**config.mk**
```make
export PLATFORM = sky130hd
export DESIGN_NAME = ucs_to_utf8_transcoder_core
export DESIGN_NICKNAME = d
export VERILOG_FILES = /design/src/u2u8_pkg.sv /design/src/ucs_to_utf8_transcoder_core.sv /design/src/u2u8_queue.sv /design/src/u2u8_front.sv /design/src/u2u8_back.sv
export VERILOG_INCLUDE_DIRS = /design/src /design/src/src
export SDC_FILE = /design/constraint.sdc
export NUM_CORES = 1
export LEC_CHECK = 0
export ABC_AREA = 1
export BUFFER_PORTS_ARGS = -buffer_cell sky130_fd_sc_hd__buf_2
export CELL_PAD_IN_SITES_DETAIL_PLACEMENT = 1
export CELL_PAD_IN_SITES_GLOBAL_PLACEMENT = 2
export CORE_AREA = 2 2 177 179
export DETAILED_ROUTE_END_ITERATION = 8
export DIE_AREA = 0 0 179 181
export PLACE_DENSITY = 0.85
export SYNTH_ARGS = -nofsm -noshare
export SYNTH_HDL_FRONTEND = slang
export SYNTH_SLANG_ARGS = --single-unit
```
**constraint.sdc**
```tcl
create_clock -name aclk -period 13 [get_ports aclk]
set_input_delay 2.6 -clock aclk [delete_from_list [all_inputs] [get_ports aclk]]
set_output_delay 2.6 -clock aclk [all_outputs]
set_load 0.005 [all_outputs]
```
**src/ucs_to_utf8_transcoder_core_defines.svh**
```systemverilog
// assertion macros shared by the transcoder rtl
`ifndef UCS_TO_UTF8_TRANSCODER_CORE_DEFINES_SVH
`define UCS_TO_UTF8_TRANSCODER_CORE_DEFINES_SVH

// same-cycle implication, disabled while reset is held
`define U2U8_ASSERT_IMP(label, clk, rstn, ante, cons, msg) \
    label: assert property (@(posedge clk) disable iff (!(rstn)) (ante) |-> (cons)) \
        else $error(msg);

// next-cycle implication, disabled while reset is held
`define U2U8_ASSERT_NXT(label, clk, rstn, ante, cons, msg) \
    label: assert property (@(posedge clk) disable iff (!(rstn)) (ante) |=> (cons)) \
        else $error(msg);

`endif

```
**src/u2u8_pkg.sv**
```systemverilog
package u2u8_pkg;

    // field widths
    localparam int BYTE_W     = 8;
    localparam int CODE_W     = 31;
    localparam int CFG_IDX_W  = 2;
    localparam int CFG_DATA_W = 2;
    localparam int REST_W     = 30;
    localparam int REMAIN_W   = 3;

    // register indexes on the config port
    localparam logic [CFG_IDX_W-1:0] REG_UNIT_FORMAT  = 2'd0;
    localparam logic [CFG_IDX_W-1:0] REG_ORDER_MODE   = 2'd1;
    localparam logic [CFG_IDX_W-1:0] REG_ERROR_POLICY = 2'd2;

    // error policy bits
    localparam int POLICY_DISCARD = 0;
    localparam int POLICY_REPLACE = 1;

    // order mode bits
    localparam int ORDER_LITTLE = 0;
    localparam int ORDER_FIXED  = 1;

    // code point limits
    localparam logic [CODE_W-1:0] PLANE1_BASE  = 31'h0001_0000;
    localparam logic [CODE_W-1:0] REPL_CHAR    = 31'h0000_fffd;
    localparam logic [CODE_W-1:0] LIMIT_1BYTE  = 31'h0000_007f;
    localparam logic [CODE_W-1:0] LIMIT_2BYTE  = 31'h0000_07ff;
    localparam logic [CODE_W-1:0] LIMIT_3BYTE  = 31'h0000_ffff;
    localparam logic [CODE_W-1:0] LIMIT_4BYTE  = 31'h001f_ffff;
    localparam logic [CODE_W-1:0] LIMIT_5BYTE  = 31'h03ff_ffff;
    localparam logic [31:0]       UTF32_MAX    = 32'h0010_ffff;

    // byte order marks as received
    localparam logic [31:0] BOM_BIG        = 32'h0000_feff;
    localparam logic [31:0] BOM_LITTLE_W   = 32'hfffe_0000;
    localparam logic [31:0] BOM_LITTLE_N   = 32'h0000_fffe;
    localparam logic [31:0] NONCHAR_FFFE   = 32'h0000_fffe;
    localparam logic [31:0] NONCHAR_FFFF   = 32'h0000_ffff;

    // surrogate ranges seen by their upper bits
    localparam logic [20:0] SURR_TOP       = 21'h00_001b;
    localparam logic [21:0] SURR_HIGH_TOP  = 22'h00_0036;
    localparam logic [21:0] SURR_LOW_TOP   = 22'h00_0037;

    typedef enum logic [1:0] {
        FMT_UCS2  = 2'd0,
        FMT_UTF16 = 2'd1,
        FMT_UTF32 = 2'd2,
        FMT_UCS4  = 2'd3
    } unit_format_t;

    typedef enum logic [1:0] {
        ST_CONVERTED  = 2'd0,
        ST_REPLACED   = 2'd1,
        ST_ILLEGAL    = 2'd2,
        ST_INCOMPLETE = 2'd3
    } status_t;

    // one classified unit waiting for serialization
    typedef struct packed {
        logic [CODE_W-1:0] code;
        status_t           status;
    } job_t;

endpackage

```
**src/ucs_to_utf8_transcoder_core.sv**
```systemverilog
// channel   direction  handshake              payload
// s_        in         s_valid / s_ready      s_action, s_in_byte, s_stream_end
// m_        out        m_valid / m_ready      m_out_byte, m_status, m_last_of_run
// cfg_      in         cfg_valid / cfg_ready  cfg_index, cfg_data
//
// one input byte is taken per cycle while the unit queue has room
// each request produces 0 to 6 result bytes; the serializer sends one byte per cycle while m_ready is high
// the first result byte passes through the queue, the job register and the output register
// synchronous active-low reset empties the queue and serializer, registers to defaults
// a stalled result side fills the queue, then s_ready drops; cfg_ready is always high
module ucs_to_utf8_transcoder_core #(
    parameter int QUEUE_DEPTH = 4
) (
    input  logic                              aclk,
    input  logic                              aresetn,
    input  logic                              s_valid,
    output logic                              s_ready,
    input  logic                              s_action,
    input  logic [u2u8_pkg::BYTE_W-1:0]       s_in_byte,
    input  logic                              s_stream_end,
    output logic                              m_valid,
    input  logic                              m_ready,
    output logic [u2u8_pkg::BYTE_W-1:0]       m_out_byte,
    output logic [1:0]                        m_status,
    output logic                              m_last_of_run,
    input  logic                              cfg_valid,
    output logic                              cfg_ready,
    input  logic [u2u8_pkg::CFG_IDX_W-1:0]    cfg_index,
    input  logic [u2u8_pkg::CFG_DATA_W-1:0]   cfg_data
);
    import u2u8_pkg::*;

    logic  accept;
    logic  job_push;
    job_t  push_job;
    logic  q_full;
    logic  q_pop;
    logic  q_valid;
    job_t  q_job;

    // input side handshake
    assign s_ready   = !q_full;
    assign accept    = s_valid && s_ready;
    assign cfg_ready = 1'b1;

    // assembly, byte order and validity checks
    u2u8_front u_front (
        .aclk       (aclk),
        .aresetn    (aresetn),
        .cfg_write  (cfg_valid),
        .cfg_index  (cfg_index),
        .cfg_data   (cfg_data),
        .accept     (accept),
        .action     (s_action),
        .in_byte    (s_in_byte),
        .stream_end (s_stream_end),
        .job_push   (job_push),
        .job        (push_job)
    );

    // classified units between front and serializer
    u2u8_queue #(
        .DEPTH (QUEUE_DEPTH)
    ) u_queue (
        .aclk      (aclk),
        .aresetn   (aresetn),
        .push      (job_push),
        .push_data (push_job),
        .full      (q_full),
        .pop       (q_pop),
        .pop_valid (q_valid),
        .pop_data  (q_job)
    );

    // utf-8 serializer and output register
    u2u8_back u_back (
        .aclk          (aclk),
        .aresetn       (aresetn),
        .q_valid       (q_valid),
        .q_job         (q_job),
        .q_pop         (q_pop),
        .m_valid       (m_valid),
        .m_ready       (m_ready),
        .m_out_byte    (m_out_byte),
        .m_status      (m_status),
        .m_last_of_run (m_last_of_run)
    );

endmodule

```
**src/u2u8_queue.sv**
```systemverilog
`include "ucs_to_utf8_transcoder_core_defines.svh"

module u2u8_queue #(
    parameter int DEPTH = 4
) (
    input  logic            aclk,
    input  logic            aresetn,
    input  logic            push,
    input  u2u8_pkg::job_t  push_data,
    output logic            full,
    input  logic            pop,
    output logic            pop_valid,
    output u2u8_pkg::job_t  pop_data
);
    import u2u8_pkg::*;

    localparam int PTR_W = $clog2(DEPTH);
    localparam int CNT_W = $clog2(DEPTH + 1);
    localparam logic [PTR_W-1:0] LAST_PTR = PTR_W'(DEPTH - 1);
    localparam logic [CNT_W-1:0] FULL_CNT = CNT_W'(DEPTH);

    job_t             entries_reg [DEPTH];
    logic [PTR_W-1:0] wr_ptr_reg, wr_ptr_next;
    logic [PTR_W-1:0] rd_ptr_reg, rd_ptr_next;
    logic [CNT_W-1:0] count_reg, count_next;

    // status toward both sides
    assign full      = (count_reg == FULL_CNT);
    assign pop_valid = (count_reg != '0);
    assign pop_data  = entries_reg[rd_ptr_reg];

    // pointer and fill count update
    always_comb begin
        wr_ptr_next = wr_ptr_reg;
        rd_ptr_next = rd_ptr_reg;
        count_next  = count_reg;
        if (push) begin
            wr_ptr_next = (wr_ptr_reg == LAST_PTR) ? '0 : wr_ptr_reg + 1'b1;
        end
        if (pop) begin
            rd_ptr_next = (rd_ptr_reg == LAST_PTR) ? '0 : rd_ptr_reg + 1'b1;
        end
        if (push && !pop) begin
            count_next = count_reg + 1'b1;
        end else if (pop && !push) begin
            count_next = count_reg - 1'b1;
        end
    end

    always_ff @(posedge aclk) begin
        if (!aresetn) begin
            wr_ptr_reg <= '0;
            rd_ptr_reg <= '0;
            count_reg  <= '0;
        end else begin
            wr_ptr_reg <= wr_ptr_next;
            rd_ptr_reg <= rd_ptr_next;
            count_reg  <= count_next;
        end
    end

    // entry storage
    always_ff @(posedge aclk) begin
        if (push) begin
            entries_reg[wr_ptr_reg] <= push_data;
        end
    end

    `U2U8_ASSERT_IMP(a_no_pop_empty, aclk, aresetn, pop, count_reg != '0, "pop from empty queue")
    `U2U8_ASSERT_IMP(a_no_push_full, aclk, aresetn, push, count_reg != FULL_CNT, "push into full queue")
    `U2U8_ASSERT_NXT(a_count_grows, aclk, aresetn, push && !pop, count_reg == $past(count_reg) + 1'b1, "fill count did not grow")

endmodule

```
**src/u2u8_front.sv**
```systemverilog
module u2u8_front (
    input  logic                               aclk,
    input  logic                               aresetn,
    input  logic                               cfg_write,
    input  logic [u2u8_pkg::CFG_IDX_W-1:0]     cfg_index,
    input  logic [u2u8_pkg::CFG_DATA_W-1:0]    cfg_data,
    input  logic                               accept,
    input  logic                               action,
    input  logic [u2u8_pkg::BYTE_W-1:0]        in_byte,
    input  logic                               stream_end,
    output logic                               job_push,
    output u2u8_pkg::job_t                     job
);
    import u2u8_pkg::*;

    unit_format_t            unit_format_reg, unit_format_next;
    logic [CFG_DATA_W-1:0]   order_mode_reg, order_mode_next;
    logic [CFG_DATA_W-1:0]   error_policy_reg, error_policy_next;
    logic [23:0]             accum_reg, accum_next;
    logic [1:0]              byte_count_reg, byte_count_next;
    logic [9:0]              high_half_reg, high_half_next;
    logic                    have_high_reg, have_high_next;
    logic                    bom_checked_reg, bom_checked_next;
    logic                    little_reg, little_next;

    logic                    wide;
    logic                    unit_done;
    logic [31:0]             raw;
    logic [31:0]             swapped;
    logic [31:0]             u;
    logic [31:0]             bom_little;
    logic                    bom_hit;
    logic                    is_nonchar;
    logic                    is_sur;
    logic                    is_high;
    logic                    is_low;
    logic [CODE_W-1:0]       pair_code;
    logic                    unit_illegal;
    logic                    unit_valid;
    logic [CODE_W-1:0]       unit_code;
    logic                    incomplete;

    // unit assembly and byte order
    always_comb begin
        wide       = (unit_format_reg == FMT_UTF32) || (unit_format_reg == FMT_UCS4);
        unit_done  = wide ? (byte_count_reg == 2'd3) : (byte_count_reg != 2'd0);
        raw        = wide ? {accum_reg, in_byte} : {16'h0000, accum_reg[7:0], in_byte};
        swapped    = wide ? {raw[7:0], raw[15:8], raw[23:16], raw[31:24]}
                          : {16'h0000, raw[7:0], raw[15:8]};
        u          = little_reg ? swapped : raw;
        bom_little = wide ? BOM_LITTLE_W : BOM_LITTLE_N;
        bom_hit    = !bom_checked_reg && ((raw == BOM_BIG) || (raw == bom_little));
        is_nonchar = (u == NONCHAR_FFFE) || (u == NONCHAR_FFFF);
        is_sur     = (u[31:11] == SURR_TOP);
        is_high    = (u[31:10] == SURR_HIGH_TOP);
        is_low     = (u[31:10] == SURR_LOW_TOP);
        pair_code  = CODE_W'({high_half_reg, u[9:0]}) + PLANE1_BASE;
    end

    // state update and classification
    always_comb begin
        unit_format_next  = unit_format_reg;
        order_mode_next   = order_mode_reg;
        error_policy_next = error_policy_reg;
        accum_next        = accum_reg;
        byte_count_next   = byte_count_reg;
        high_half_next    = high_half_reg;
        have_high_next    = have_high_reg;
        bom_checked_next  = bom_checked_reg;
        little_next       = little_reg;
        unit_illegal      = 1'b0;
        unit_valid        = 1'b0;
        unit_code         = u[CODE_W-1:0];
        incomplete        = 1'b0;

        if (accept) begin
            if (action) begin
                // restart: drop partial unit, reload byte order
                accum_next       = '0;
                byte_count_next  = '0;
                high_half_next   = '0;
                have_high_next   = 1'b0;
                little_next      = order_mode_reg[ORDER_LITTLE];
                bom_checked_next = order_mode_reg[ORDER_FIXED];
            end else begin
                if (unit_done) begin
                    accum_next       = '0;
                    byte_count_next  = '0;
                    bom_checked_next = 1'b1;
                    if (bom_hit) begin
                        little_next = (raw == bom_little);
                    end else begin
                        case (unit_format_reg)
                            FMT_UCS2: begin
                                if (is_nonchar || is_sur) begin
                                    unit_illegal = 1'b1;
                                end else begin
                                    unit_valid = 1'b1;
                                end
                            end
                            FMT_UTF16: begin
                                if (have_high_reg) begin
                                    have_high_next = 1'b0;
                                    high_half_next = '0;
                                    if (is_low) begin
                                        unit_valid = 1'b1;
                                        unit_code  = pair_code;
                                    end else begin
                                        unit_illegal = 1'b1;
                                    end
                                end else if (is_low || is_nonchar) begin
                                    unit_illegal = 1'b1;
                                end else if (is_high) begin
                                    high_half_next = u[9:0];
                                    have_high_next = 1'b1;
                                end else begin
                                    unit_valid = 1'b1;
                                end
                            end
                            FMT_UTF32: begin
                                if (is_nonchar || is_sur || (u > UTF32_MAX)) begin
                                    unit_illegal = 1'b1;
                                end else begin
                                    unit_valid = 1'b1;
                                end
                            end
                            default: begin
                                if (is_nonchar || is_sur || u[31]) begin
                                    unit_illegal = 1'b1;
                                end else begin
                                    unit_valid = 1'b1;
                                end
                            end
                        endcase
                    end
                end else begin
                    accum_next      = {accum_reg[15:0], in_byte};
                    byte_count_next = byte_count_reg + 1'b1;
                end

                // stream end with a partial unit or pending high surrogate
                if (stream_end && ((byte_count_next != 2'd0) || have_high_next)) begin
                    accum_next      = '0;
                    byte_count_next = '0;
                    high_half_next  = '0;
                    have_high_next  = 1'b0;
                    incomplete      = 1'b1;
                end
            end
        end

        // register writes
        if (cfg_write) begin
            case (cfg_index)
                REG_UNIT_FORMAT: begin
                    unit_format_next = unit_format_t'(cfg_data);
                    accum_next       = '0;
                    byte_count_next  = '0;
                    high_half_next   = '0;
                    have_high_next   = 1'b0;
                end
                REG_ORDER_MODE: begin
                    order_mode_next  = cfg_data;
                    accum_next       = '0;
                    byte_count_next  = '0;
                    high_half_next   = '0;
                    have_high_next   = 1'b0;
                    little_next      = cfg_data[ORDER_LITTLE];
                    bom_checked_next = cfg_data[ORDER_FIXED];
                end
                REG_ERROR_POLICY: begin
                    error_policy_next = cfg_data;
                end
                default: begin
                end
            endcase
        end
    end

    // job toward the queue
    always_comb begin
        job_push   = incomplete || unit_valid ||
                     (unit_illegal && !error_policy_reg[POLICY_DISCARD]);
        job.code   = unit_code;
        job.status = ST_CONVERTED;
        if (incomplete || unit_illegal) begin
            if (error_policy_reg[POLICY_REPLACE]) begin
                job.code   = REPL_CHAR;
                job.status = ST_REPLACED;
            end else begin
                job.code   = '0;
                job.status = incomplete ? ST_INCOMPLETE : ST_ILLEGAL;
            end
        end
    end

    always_ff @(posedge aclk) begin
        if (!aresetn) begin
            unit_format_reg  <= FMT_UTF16;
            order_mode_reg   <= '0;
            error_policy_reg <= '0;
            accum_reg        <= '0;
            byte_count_reg   <= '0;
            high_half_reg    <= '0;
            have_high_reg    <= 1'b0;
            bom_checked_reg  <= 1'b0;
            little_reg       <= 1'b0;
        end else begin
            unit_format_reg  <= unit_format_next;
            order_mode_reg   <= order_mode_next;
            error_policy_reg <= error_policy_next;
            accum_reg        <= accum_next;
            byte_count_reg   <= byte_count_next;
            high_half_reg    <= high_half_next;
            have_high_reg    <= have_high_next;
            bom_checked_reg  <= bom_checked_next;
            little_reg       <= little_next;
        end
    end

endmodule

```
**src/u2u8_back.sv**
```systemverilog
`include "ucs_to_utf8_transcoder_core_defines.svh"

module u2u8_back (
    input  logic                          aclk,
    input  logic                          aresetn,
    input  logic                          q_valid,
    input  u2u8_pkg::job_t                q_job,
    output logic                          q_pop,
    output logic                          m_valid,
    input  logic                          m_ready,
    output logic [u2u8_pkg::BYTE_W-1:0]   m_out_byte,
    output logic [1:0]                    m_status,
    output logic                          m_last_of_run
);
    import u2u8_pkg::*;

    logic                  job_valid_reg, job_valid_next;
    logic [BYTE_W-1:0]     job_byte_reg, job_byte_next;
    logic [REST_W-1:0]     rest_reg, rest_next;
    logic [REMAIN_W-1:0]   remain_reg, remain_next;
    status_t               job_status_reg, job_status_next;

    logic                  m_valid_reg, m_valid_next;
    logic [BYTE_W-1:0]     m_byte_reg, m_byte_next;
    status_t               m_status_reg, m_status_next;
    logic                  m_last_reg, m_last_next;

    logic                  out_load;
    logic                  job_done;
    logic [BYTE_W-1:0]     lead_byte;
    logic [REST_W-1:0]     lead_rest;
    logic [REMAIN_W-1:0]   lead_remain;
    logic [CODE_W-1:0]     c;

    // lead byte and trailing groups of the job at the queue head
    always_comb begin
        c = q_job.code;
        if ((q_job.status == ST_ILLEGAL) || (q_job.status == ST_INCOMPLETE)) begin
            lead_byte   = '0;
            lead_rest   = '0;
            lead_remain = 3'd0;
        end else if (c <= LIMIT_1BYTE) begin
            lead_byte   = c[7:0];
            lead_rest   = '0;
            lead_remain = 3'd0;
        end else if (c <= LIMIT_2BYTE) begin
            lead_byte   = {3'b110, c[10:6]};
            lead_rest   = {c[5:0], 24'h000000};
            lead_remain = 3'd1;
        end else if (c <= LIMIT_3BYTE) begin
            lead_byte   = {4'b1110, c[15:12]};
            lead_rest   = {c[11:0], 18'h00000};
            lead_remain = 3'd2;
        end else if (c <= LIMIT_4BYTE) begin
            lead_byte   = {5'b11110, c[20:18]};
            lead_rest   = {c[17:0], 12'h000};
            lead_remain = 3'd3;
        end else if (c <= LIMIT_5BYTE) begin
            lead_byte   = {6'b111110, c[25:24]};
            lead_rest   = {c[23:0], 6'h00};
            lead_remain = 3'd4;
        end else begin
            lead_byte   = {7'b1111110, c[30]};
            lead_rest   = c[29:0];
            lead_remain = 3'd5;
        end
    end

    // handshake between job register, output register and queue
    assign out_load = job_valid_reg && (!m_valid_reg || m_ready);
    assign job_done = out_load && (remain_reg == '0);
    assign q_pop    = q_valid && (!job_valid_reg || job_done);

    // serializer and output register
    always_comb begin
        job_valid_next  = job_valid_reg;
        job_byte_next   = job_byte_reg;
        rest_next       = rest_reg;
        remain_next     = remain_reg;
        job_status_next = job_status_reg;
        m_valid_next    = m_valid_reg;
        m_byte_next     = m_byte_reg;
        m_status_next   = m_status_reg;
        m_last_next     = m_last_reg;

        if (m_valid_reg && m_ready) begin
            m_valid_next = 1'b0;
        end
        if (out_load) begin
            m_valid_next  = 1'b1;
            m_byte_next   = job_byte_reg;
            m_status_next = job_status_reg;
            m_last_next   = (remain_reg == '0);
            if (remain_reg != '0) begin
                job_byte_next = {2'b10, rest_reg[REST_W-1 -: 6]};
                rest_next     = {rest_reg[REST_W-7:0], 6'h00};
                remain_next   = remain_reg - 1'b1;
            end else begin
                job_valid_next = 1'b0;
            end
        end
        if (q_pop) begin
            job_valid_next  = 1'b1;
            job_byte_next   = lead_byte;
            rest_next       = lead_rest;
            remain_next     = lead_remain;
            job_status_next = q_job.status;
        end
    end

    always_ff @(posedge aclk) begin
        if (!aresetn) begin
            job_valid_reg <= 1'b0;
            m_valid_reg   <= 1'b0;
            remain_reg    <= '0;
        end else begin
            job_valid_reg <= job_valid_next;
            m_valid_reg   <= m_valid_next;
            remain_reg    <= remain_next;
        end
    end

    always_ff @(posedge aclk) begin
        job_byte_reg   <= job_byte_next;
        rest_reg       <= rest_next;
        job_status_reg <= job_status_next;
        m_byte_reg     <= m_byte_next;
        m_status_reg   <= m_status_next;
        m_last_reg     <= m_last_next;
    end

    assign m_valid       = m_valid_reg;
    assign m_out_byte    = m_byte_reg;
    assign m_status      = m_status_reg;
    assign m_last_of_run = m_last_reg;

    `U2U8_ASSERT_NXT(a_pop_loads_job, aclk, aresetn, q_pop, job_valid_reg, "popped job not loaded")
    `U2U8_ASSERT_IMP(a_error_single, aclk, aresetn, job_valid_reg && ((job_status_reg == ST_ILLEGAL) || (job_status_reg == ST_INCOMPLETE)), remain_reg == '0, "error job longer than one byte")
    `U2U8_ASSERT_IMP(a_error_out, aclk, aresetn, m_valid_reg && ((m_status_reg == ST_ILLEGAL) || (m_status_reg == ST_INCOMPLETE)), m_last_reg && (m_byte_reg == '0), "error result malformed")

endmodule

```
[Word level (Yosys, flattened, before mapping)]
Memory sizes are Yosys's and may differ from the RTL's. A register that Yosys moved wholly into a read port is not among the register bits.
Index checks and enable logic that the tools add are counted.
Word-level totals
  memories kept: 1
  word-level logic and storage cells: 232
  input bits: 19
  register bits: 108
  output and inout port bits: 14
  RAM bits: 132
Operators by class
  add/subtract/negate cells: 7
  reductions and logical operators: 48
  equality and inequality tests: 19
  muxes and demuxes: 130
  $lt $le $gt $ge: 6
Memories
  u_queue.entries_reg: depth 4, bits a word 33, rd ports 1, clocked after memory_dff 1, write ports 1, line u2u8_queue.sv:22  | job_t entries_reg [DEPTH];
Operators by type and width (number)
  $mux 30: 9
  $mux 31: 7
  $mux 24: 6
  $mux 32: 4
  $mux 10: 11
  $eq 32x16->1 const B: 3
  $mux 8: 8
  $mux 1: 58
  $eq 22x6->1 const B: 2
  $mux 3: 11
  $mux 33: 1
  $eq 32x32->1: 1
  $gt 32x21->1 const B: 1
  $le 31x11->1 const B: 1
  $le 31x16->1 const B: 1
  $le 31x21->1 const B: 1
  $le 31x26->1 const B: 1
  $le 31x7->1 const B: 1
  $mux 2: 12
  $add 20x17->21 const B: 1
  $eq 21x5->1 const B: 1
  $mux 18: 1
  $eq 2x2->1 const B: 8
  $logic_or 1x1->1: 14
  other kinds (15): 46

[Longest topological paths before layout]
Gate-level depths: netlist of run 1.
  depth after elaboration: 26
  depth in mapped cells: 28
  depth with buffers taken out: 26

[Modules after synthesis]
From an unflattened synthesis of run 1, not the netlist that was laid out.
Second synthesis, totals
  cell total of the unflattened synthesis: 1515
  area total of the unflattened synthesis: 12918.6 sq um
By module, submodules not included
  u2u8_queue: cells an instance 379, instances 1, area an instance 5366.4 sq um
  u2u8_front: cells an instance 683, instances 1, area an instance 4051.4 sq um
  u2u8_back: cells an instance 448, instances 1, area an instance 3475.8 sq um
  ucs_to_utf8_transcoder_core: cells an instance 5, instances 1, area an instance 25.0 sq um

[Worst setup path after synthesis of run 1]
Ideal clock, no wire load.
  path kind: input to register
  start: input port s_in_byte[4] (netlist bit)
  end: memory u_queue.entries_reg[0][0] (netlist bit), enable pin
  setup time: 423 ps
  stages: 17
  data arrival time: 5515 ps
  buffers on the path: 0
  slack: 7061 ps
  cell sequence: ha_1 > inv_1 > nor3_1 > nand2_1 > nor2_1 > nand2_1 > nand2_1 > nand2_2 > nand3_2 > clkinv_1 > nand2_2 > nand2_1 > nand2_2 > nand3_4 > nand2_1 > nor2_4 > nor2_1
On the way
  cells in the longest elaborated chain, start to end: 22
  elaborated cells between the ends (all ways): 59
  classes of those cells: order compare: 1; eq/ne: 7; mux: 39; reduce/logical: 12
Ends and longest elaborated chain
  from (decl): line ucs_to_utf8_transcoder_core.sv:19  | input logic [u2u8_pkg::BYTE_W-1:0] s_in_byte,
  $mux 32 (*): line u2u8_front.sv:47  | raw = wide ? {accum_reg, in_byte} : {16'h0000, accum_reg[7:0], in_byte};
  $mux 32: line u2u8_front.sv:48  | swapped = wide ? {raw[7:0], raw[15:8], raw[23:16], raw[31:24]}
  $mux 32: line u2u8_front.sv:50  | u = little_reg ? swapped : raw;
  $eq 32x16->1: line u2u8_front.sv:53  | is_nonchar = (u == NONCHAR_FFFE) || (u == NONCHAR_FFFF);
  $logic_or 1x1->1: line u2u8_front.sv:53
  $logic_or 1x1->1: line u2u8_front.sv:111  | end else if (is_low || is_nonchar) begin
  $mux 1: line u2u8_front.sv:111
  $mux 1: line u2u8_front.sv:102  | if (have_high_reg) begin
  (+6 left out)
  $logic_and 1x1->1: line u2u8_front.sv:142  | if (stream_end && ((byte_count_next != 2'd0) || have_high_next)) begin
  $mux 1: line u2u8_front.sv:142
  $mux 1: line u2u8_front.sv:77  | if (action) begin
  $mux 1: line u2u8_front.sv:76  | if (accept) begin
  $logic_or 1x1->1: line u2u8_front.sv:182  | job_push = incomplete || unit_valid ||
  $logic_or 1x1->1 (*): line u2u8_front.sv:182
  $mux 1 (*): line u2u8_queue.sv:64  | if (push) begin
  $mux 1 (not written as such) (*): line u2u8_queue.sv:65  | entries_reg[wr_ptr_reg] <= push_data;
  to (decl): line u2u8_queue.sv:22
Every way passes the cells marked *; elsewhere a longest branch is shown, timed or not. The select of a mux whose other input is x is not followed.

[Worst setup path after layout of run 1]
  start: input port s_in_byte[4] (netlist bit)
  end: register u_queue.count_reg[2]
On the way
  cells in the longest elaborated chain, start to end: 23
  elaborated cells between the ends (all ways): 62
  classes of those cells: order compare: 1; eq/ne: 7; mux: 38; reduce/logical: 16
Ends and longest elaborated chain
  $mux 32 (*): line u2u8_front.sv:47
  $mux 32: line u2u8_front.sv:48
  $mux 32: line u2u8_front.sv:50
  $eq 32x16->1: line u2u8_front.sv:53
  $logic_or 1x1->1: line u2u8_front.sv:53
  $logic_or 1x1->1: line u2u8_front.sv:111
  $mux 1: line u2u8_front.sv:111
  $mux 1: line u2u8_front.sv:102
  (+8 left out)
  $mux 1: line u2u8_front.sv:77
  $mux 1: line u2u8_front.sv:76
  $logic_or 1x1->1: line u2u8_front.sv:182
  $logic_or 1x1->1 (*): line u2u8_front.sv:182
  via job_push: line ucs_to_utf8_transcoder_core.sv:34  | logic job_push;
  $logic_not 1->1: line u2u8_queue.sv:45  | end else if (pop && !push) begin
  $logic_and 1x1->1: line u2u8_queue.sv:45
  $reduce_bool 2->1 (no line)
  to (signal assigned): line u2u8_queue.sv:58  | count_reg <= count_next;
  to (decl): line u2u8_queue.sv:25  | logic [CNT_W-1:0] count_reg, count_next;
The timed path passes the listed nets; every way through them passes the cells marked *. The select of a mux whose other input is x is not followed.
A chain may end at the register's enable or synchronous reset.

==> flow_metrics.py, run 1 <==
metrics = {
    "outcome": {
        "status": "completed",
    },
    "timing": {
        "clock_skew_ns": 0.0139,
        "slew_headroom_pct": 22.8,
        "hold_viol_final": 0,
        "worstMarginPinSlew_ns": 1.15,
        "min_period_over_period_pct": 41.1,
        "fin_ws_ns": 7.66,
        "rsz0062_at_grt": "no",
        "period_needed_ns": 5.34,
        "finalSetupViolCount": 0,
        "max_freq_ghz": 0.187,
        "finalSetupTns_ns": 0,
        "hold_slack_ns": 0.420,
        "drv_slew": 0,
    },
    "placement": {
        "dpl_cell_area_mm2": 0.0127,
        "io_buffer_count": 31,
        "dp_hpwl_um": 24900,
        "post-place-ws_ns": 7.08,
        "gp_congestion": 0.902,
    },
    "clock_tree": {
        "root_buffer": "clkbuf_16",
        "cts_resized": 0,
        "cts_tree": "yes",
        "clk_latency_ns": 0.54,
        "cts_hold_buf": 0,
        "postCtsSetupRepairBufs": 0,
        "cts.sinks": 242,
        "cts.path.max_buffers": 3,
        "cts_buffers": 27,
        "cts_max_level": 1,
        "path_clk_slew_ns": 0.06,
    },
    "route": {
        "wl_per_cell_um": 19.1,
        "num_vias": 9747,
        "routed_via_density": 5.37,
        "dr.pass1.iters": 5,
        "ant_nets": 0,
        "wl_um": 34800,
        "drc_errors": 0,
        "drt-initial-drc-count": 657,
    },
    "finish": {
        "regArea_mm2": 0.00668,
        "diodes": 0,
        "final_nets": 1448,
        "drive_above_1_share_pct": 10.0,
        "multi_input_area_mm2": 0.00492,
        "post-route-util_pct": 45.0,
        "syn2layout_area_growth_pct": 10.3,
        "largest_reg_flops": 132,
        "fill_cells": 3552,
        "fin_area_mm2": 0.0137,
    },
    "die": {
        "fp-row-count": 64,
        "ioPinCount": 33,
        "die_area_mm2": 0.0324,
        "design.core.area_mm2": 0.0303,
        "die_w_um": 179,
        "die_y_um": 181,
        "initial_utilization_pct": 40.8,
    },
    "synth": {
        "syn_nets": 1441,
        "yosys_most_used_dff": "edfxtp_1",
        "ys.warnings.count": 0,
        "synth_area_leaders": "edfxtp_1 (44%), nand2_1 (11%), dfxtp_1 (9.5%)",
        "syn_area_mm2": 0.0124,
        "ys_ff_latch": 242,
        "avgSynthCellArea_um2": 8.88,
        "netlist_instances": 1393,
        "async_flop_share_pct": 0,
        "yosysUniqueCellTypes": 51,
        "synth_top_area_cell": "edfxtp_1",
        "synth-edff-count": 183,
        "synth.top_cells.by_count": "nand2_1 (379), edfxtp_1 (183), nor2_1 (165)",
        "yosysMostFrequentCell": "nand2_1",
        "synth_top_area_share_pct": 44.4,
        "seq_area_frac_synth_pct": 54.0,
    },
    "setup_path": {
        "arrival_ns": 5.76,
        "worst_r2r_path_depth": 13,
        "critPathSlowestCell": "fa_1",
        "crit_top_cell": "nand2_1",
        "rrSetupSlack_ns": 8.36,
        "start_kind": "primary input",
        "critPathCaptureType": "flip-flop",
        "crit_fanout": 7,
        "slowest_delay_ns": 0.43,
        "cp.required_ns": 13.42,
        "crit_type": "primary input to flip-flop",
    },
    "global_route": {
        "grt_max_degree": 63,
        "met2_usage_pct": 37.1,
        "gr-usage-met1_pct": 29.1,
        "grtUsageMet3_pct": 2.80,
        "grt_remaining_overflow": 0,
        "grt_pass1_wl_um": 55400,
        "grt_use_total_pct": 21.8,
        "grt_antenna_before_repair": 0,
        "grt_pass1_vias": 10113,
        "busiest_layer": "met2",
    },
    "power_and_ir_drop": {
        "p_per_area_mw_per_mm2": 202,
        "power_leakage_nw": 5.29,
        "ir_drop_v": 0.000108,
    },
    "min_path": {
        "holdPathStages": 0,
        "hp-class": "flip-flop to flip-flop",
    },
    "job": {
        "drv_cap": 0,
    },
}
[power breakdown]
group | leakage (nW) | internal, mW | switching (mW) | total (mW)
logic | 2.67 | 0.247 | 0.660 | 0.907
clock network | 0.429 | 0.463 | 0.313 | 0.776
registers | 2.19 | 1.03 | 0.0455 | 1.07
[worst max-delay path, delay by kind of cell]
| kind | cells | cell delay, ns |
|---|---|---|
| fa+ha+maj | 3 | 0.84 |
| buf+inv | 5 | 0.44 |
| simple gates | 13 | 1.37 |
| compound gates | 4 | 0.49 |
[path summary, 6_finish.rpt]
check,startpoint,to
max,s_in_byte[4],u_queue.count_reg[2]
min,u_back.job_byte_reg[3],u_back.m_out_byte[3]
max reg2reg,flip-flop,u_back.rest_reg[1]
min reg2reg,u_back.job_byte_reg[3],u_back.m_out_byte[3]
[cell usage in the layout, fill, tap and decap left out, types with 5 or more instances in the layout]
master,synthesis,final
dfxtp_1,59,56
nor2_4,5,9
o211ai_1,19,19
ha_1,28,28
edfxtp_1,183,183
nand2_2,12,12
nand2_1,379,379
inv_1,102,102
a32oi_1,18,18
nor2_1,165,161
nor3_1,5,5
buf_2,20,31
nor2_2,6,6
o221ai_1,5,5
nand4_1,10,10
clkinvlp_4,0,5
clkbuf_16,0,27
inv_2,6,6
a22oi_1,5,5
buf_4,10,9
o22a_1,7,7
o22ai_1,13,13
o21ai_0,95,95
nand3_1,34,34
o21ai_1,25,25
clkinv_2,0,5
a21oi_1,98,98
clkbuf_1,19,5
[per-layer routing]
layer	wire [um]	share of wire, %	vias up
li1	-	-	4776
met1	15900	46	4761
met2	16900	48	152
met3	1010	2.9	58
met4	986	2.8	0
met5	0	0	-
[logic make-up (layout without fill, tap and decap cells)]
group,count (synthesis),after routing,share of synthesized area (%)
AND/OR/NAND/NOR,629,629,21.1
AO/OA/AOI/OAI,315,315,15.2
flip-flops,242,242,54.0
buffers and inverters,175,202,6.52
adder cells (fa/ha/maj),29,29,2.99
XOR/XNOR,2,2,0.142
other,1,1,0.0303
[stage by stage]
stage | power [mW] | std cells
4_1_cts | 2.78 | 1816
6_report | 2.76 | 1816
2_1_floorplan | 1.72 | 1393
5_1_grt | 2.93 | 1816
3_5_place_dp | 2.00 | 1767
3_3_place_gp | 1.97 | 1767
[cell type report]
cell class / instances / share of cell area (%)
multi-input cells: 976 / 36.0
inverters: 113 / 3.14
clock buffers: 32 / 5.09
repair buffers: 40 / 1.63
clock inverters: 17 / 1.53
flip-flops and latches: 242 / 48.9
well taps: 396 / 3.63
Note: power is estimated with default switching activity, not from simulation.
==> inputs of run 2 (changes only) <==
- CORE_AREA: 2 2 177 179 -> 2 2 179 181
- DIE_AREA: 0 0 179 181 -> 0 0 181 183
- PLACE_DENSITY: 0.85 -> 0.84
- clock period: 13 -> 5.5 ns (I/O delays scaled with it)
==> run 2 against run 1 <==
Cell count up 0.88%; clock skew up 0.0029 ns; core utilization down 0.63 points; worst setup slack worse by 6.4 ns; die area up 2.2%; via count up 1.8%; sequential power up 140%; worst hold slack about the same; power up 150%; critical path type is now flip-flop to flip-flop.
==> flow_metrics.py, run 2 (synthesis results as in run 1) <==
metrics = {
    "setup_path": {
        "path_delay_family": "simple AND/OR/NAND/NOR gates",
        "crit_buf_inv": 4,
        "start_kind": "flip-flop",
        "worstReg2RegEnd": "u_queue.count_reg[2]",
        "crit_type": "flip-flop to flip-flop",
        "setup.worst_path.end": "u_queue.count_reg[2]",
        "crit_start": "u_front.unit_format_reg[1]",
        "worstPathCellList": "buf_4, nand2_1, nand2_1, nor2_1, nor2_1, nand2_1, nor2_4, nand4_1, nand2_1, inv_1, o21ai_0, nand3_1, nand2_1, nor2_4, inv_1, ha_1, inv_1, fa_1, a21oi_1, o21ai_0, o21ai_0, a21oi_1",
        "crit_top_cell": "nand2_1",
        "arrival_ns": 4.63,
        "slowest_delay_ns": 0.73,
        "critPathCaptureType": "flip-flop",
        "worst_r2r_path_depth": 22,
        "rrSetupSlack_ns": 1.31,
        "cp.depth": 22,
        "cp.required_ns": 5.94,
        "crit_fanout": 34,
        "r2r_start": "u_front.unit_format_reg[1]",
        "critPathSlowestCell": "dfxtp_2",
    },
    "route": {
        "wl_um": 36100,
        "routed_via_density": 5.42,
        "dr.pass1.iters": 5,
        "drc_errors": 0,
        "drt-initial-drc-count": 675,
        "ant_nets": 0,
        "wl_per_cell_um": 19.7,
        "num_vias": 9923,
    },
    "die": {
        "design.core.area_mm2": 0.0312,
        "die_area_mm2": 0.0331,
        "die_w_um": 181,
        "ioPinCount": 33,
        "die_y_um": 183,
        "fp-row-count": 65,
        "initial_utilization_pct": 39.6,
    },
    "power_and_ir_drop": {
        "p_sw_mw": 2.45,
        "clkPwrFrac_pct": 30.5,
        "p_seq_share_pct": 37.7,
        "power_leakage_nw": 5.40,
        "p_sw_share_pct": 36.0,
        "power_frac_comb_pct": 31.8,
        "power_mw": 6.81,
        "ir_drop_v": 0.000288,
        "p_per_area_mw_per_mm2": 491,
        "internal_power_mw": 4.35,
    },
    "finish": {
        "fill_cells": 3670,
        "mostFrequentLayoutCell": "nand2_1",
        "final_nets": 1457,
        "drive_above_1_share_pct": 10.5,
        "regArea_mm2": 0.00668,
        "mostFrequentLayoutCells": "nand2_1 (379), edfxtp_1 (183), nor2_1 (161)",
        "multi_input_area_mm2": 0.00492,
        "syn2layout_area_growth_pct": 11.9,
        "diodes": 0,
        "largest_reg_flops": 132,
    },
    "timing": {
        "max_freq_ghz": 0.239,
        "min_period_over_period_pct": 76.2,
        "fin_ws_ns": 1.31,
        "clock_skew_ns": 0.0168,
        "period_needed_ns": 4.19,
        "drv_slew": 0,
        "hold_viol_final": 0,
        "worstMarginPinSlew_ns": 1.03,
        "rsz0062_at_grt": "no",
        "finalSetupViolCount": 0,
        "slew_headroom_pct": 31.0,
        "finalSetupTns_ns": 0,
    },
    "clock_tree": {
        "path_clk_slew_ns": 0.06,
        "cts_buffers": 27,
        "cts_resized": 0,
        "cts_hold_buf": 0,
        "cts.sinks": 242,
        "cts_tree": "yes",
        "clk_latency_ns": 0.56,
        "postCtsSetupRepairBufs": 0,
        "cts.path.max_buffers": 3,
        "cts_max_level": 1,
        "root_buffer": "clkbuf_16",
    },
    "outcome": {
        "status": "completed",
    },
    "placement": {
        "post-place-ws_ns": 1.15,
        "dp_hpwl_um": 25700,
        "io_buffer_count": 31,
        "gp_congestion": 0.846,
    },
    "global_route": {
        "grt_remaining_overflow": 0,
        "grt_max_degree": 63,
        "grt_pass1_wl_um": 58200,
        "grt_antenna_before_repair": 1,
        "grt_use_total_pct": 22.3,
        "grt_pass1_vias": 10464,
    },
    "min_path": {
        "hp-class": "flip-flop to flip-flop",
    },
    "job": {
        "drv_cap": 0,
    },
}
==> run 2: changes by cell type in the layout (fill, tap and decap cells not counted), sizes merged <==
cell	delta
buf	+9
bufinv	+5
clkinvlp	-4
inv	-1
clkbuf	-2
clkinv	+3
==> run 2: worst min-delay path by stage <==
stage                             startpoint                   end  slack, ns  depth (start not counted)
floorplan             u_back.job_byte_reg[0]  u_back.m_out_byte[0]       0.40                          0
CTS                   u_back.job_byte_reg[6]  u_back.m_out_byte[6]       0.42                          0
global route        u_back.job_status_reg[0]    u_back.m_status[0]       0.42                          0
global placement    u_back.job_status_reg[1]    u_back.m_status[1]       0.40                          0
detailed placement    u_back.job_byte_reg[6]  u_back.m_out_byte[6]       0.41                          0
finish              u_back.job_status_reg[1]    u_back.m_status[1]       0.42                          0
==> run 2: per-stage QoR <==
stage / hold WS (ns) / instances / area, um^2 / util [%]
floorplan: 0.400 / 1393 / 12400 / -
global placement: 0.401 / 1782 / 12800 / 41.1
detailed placement: 0.405 / 1782 / 12800 / 41.1
CTS: 0.421 / 1832 / 13900 / 44.4
global route: 0.423 / 1832 / 13900 / 44.4
finish: 0.420 / 1832 / 13900 / 44.4
==> run 2: power by group through the flow <==
stage	combinational, mW	clock, mW	sequential [mW]
after global routing	2.43	2.18	2.60
after global placement	2.11	0	2.59
final	2.16	2.08	2.56
after CTS	2.18	2.12	2.57
after floorplan	1.53	0	2.53
after detailed placement	2.17	0	2.60
==> run 2: area by class of cell <==
type | count | area share (%)
clock buffer | 30 | 4.96
clock inverter | 20 | 2.47
inverter | 113 | 3.10
multi-input combinational | 976 | 35.5
sequential | 242 | 48.2
tap | 402 | 3.63
timing repair buffer | 49 | 2.10
==> run 2: metal layers <==
layer,global-route usage [%],wire length [um]
met5,0,14
met4,6.41,982
met3,2.72,1180
met2,39.3,17800
met1,29.0,16100
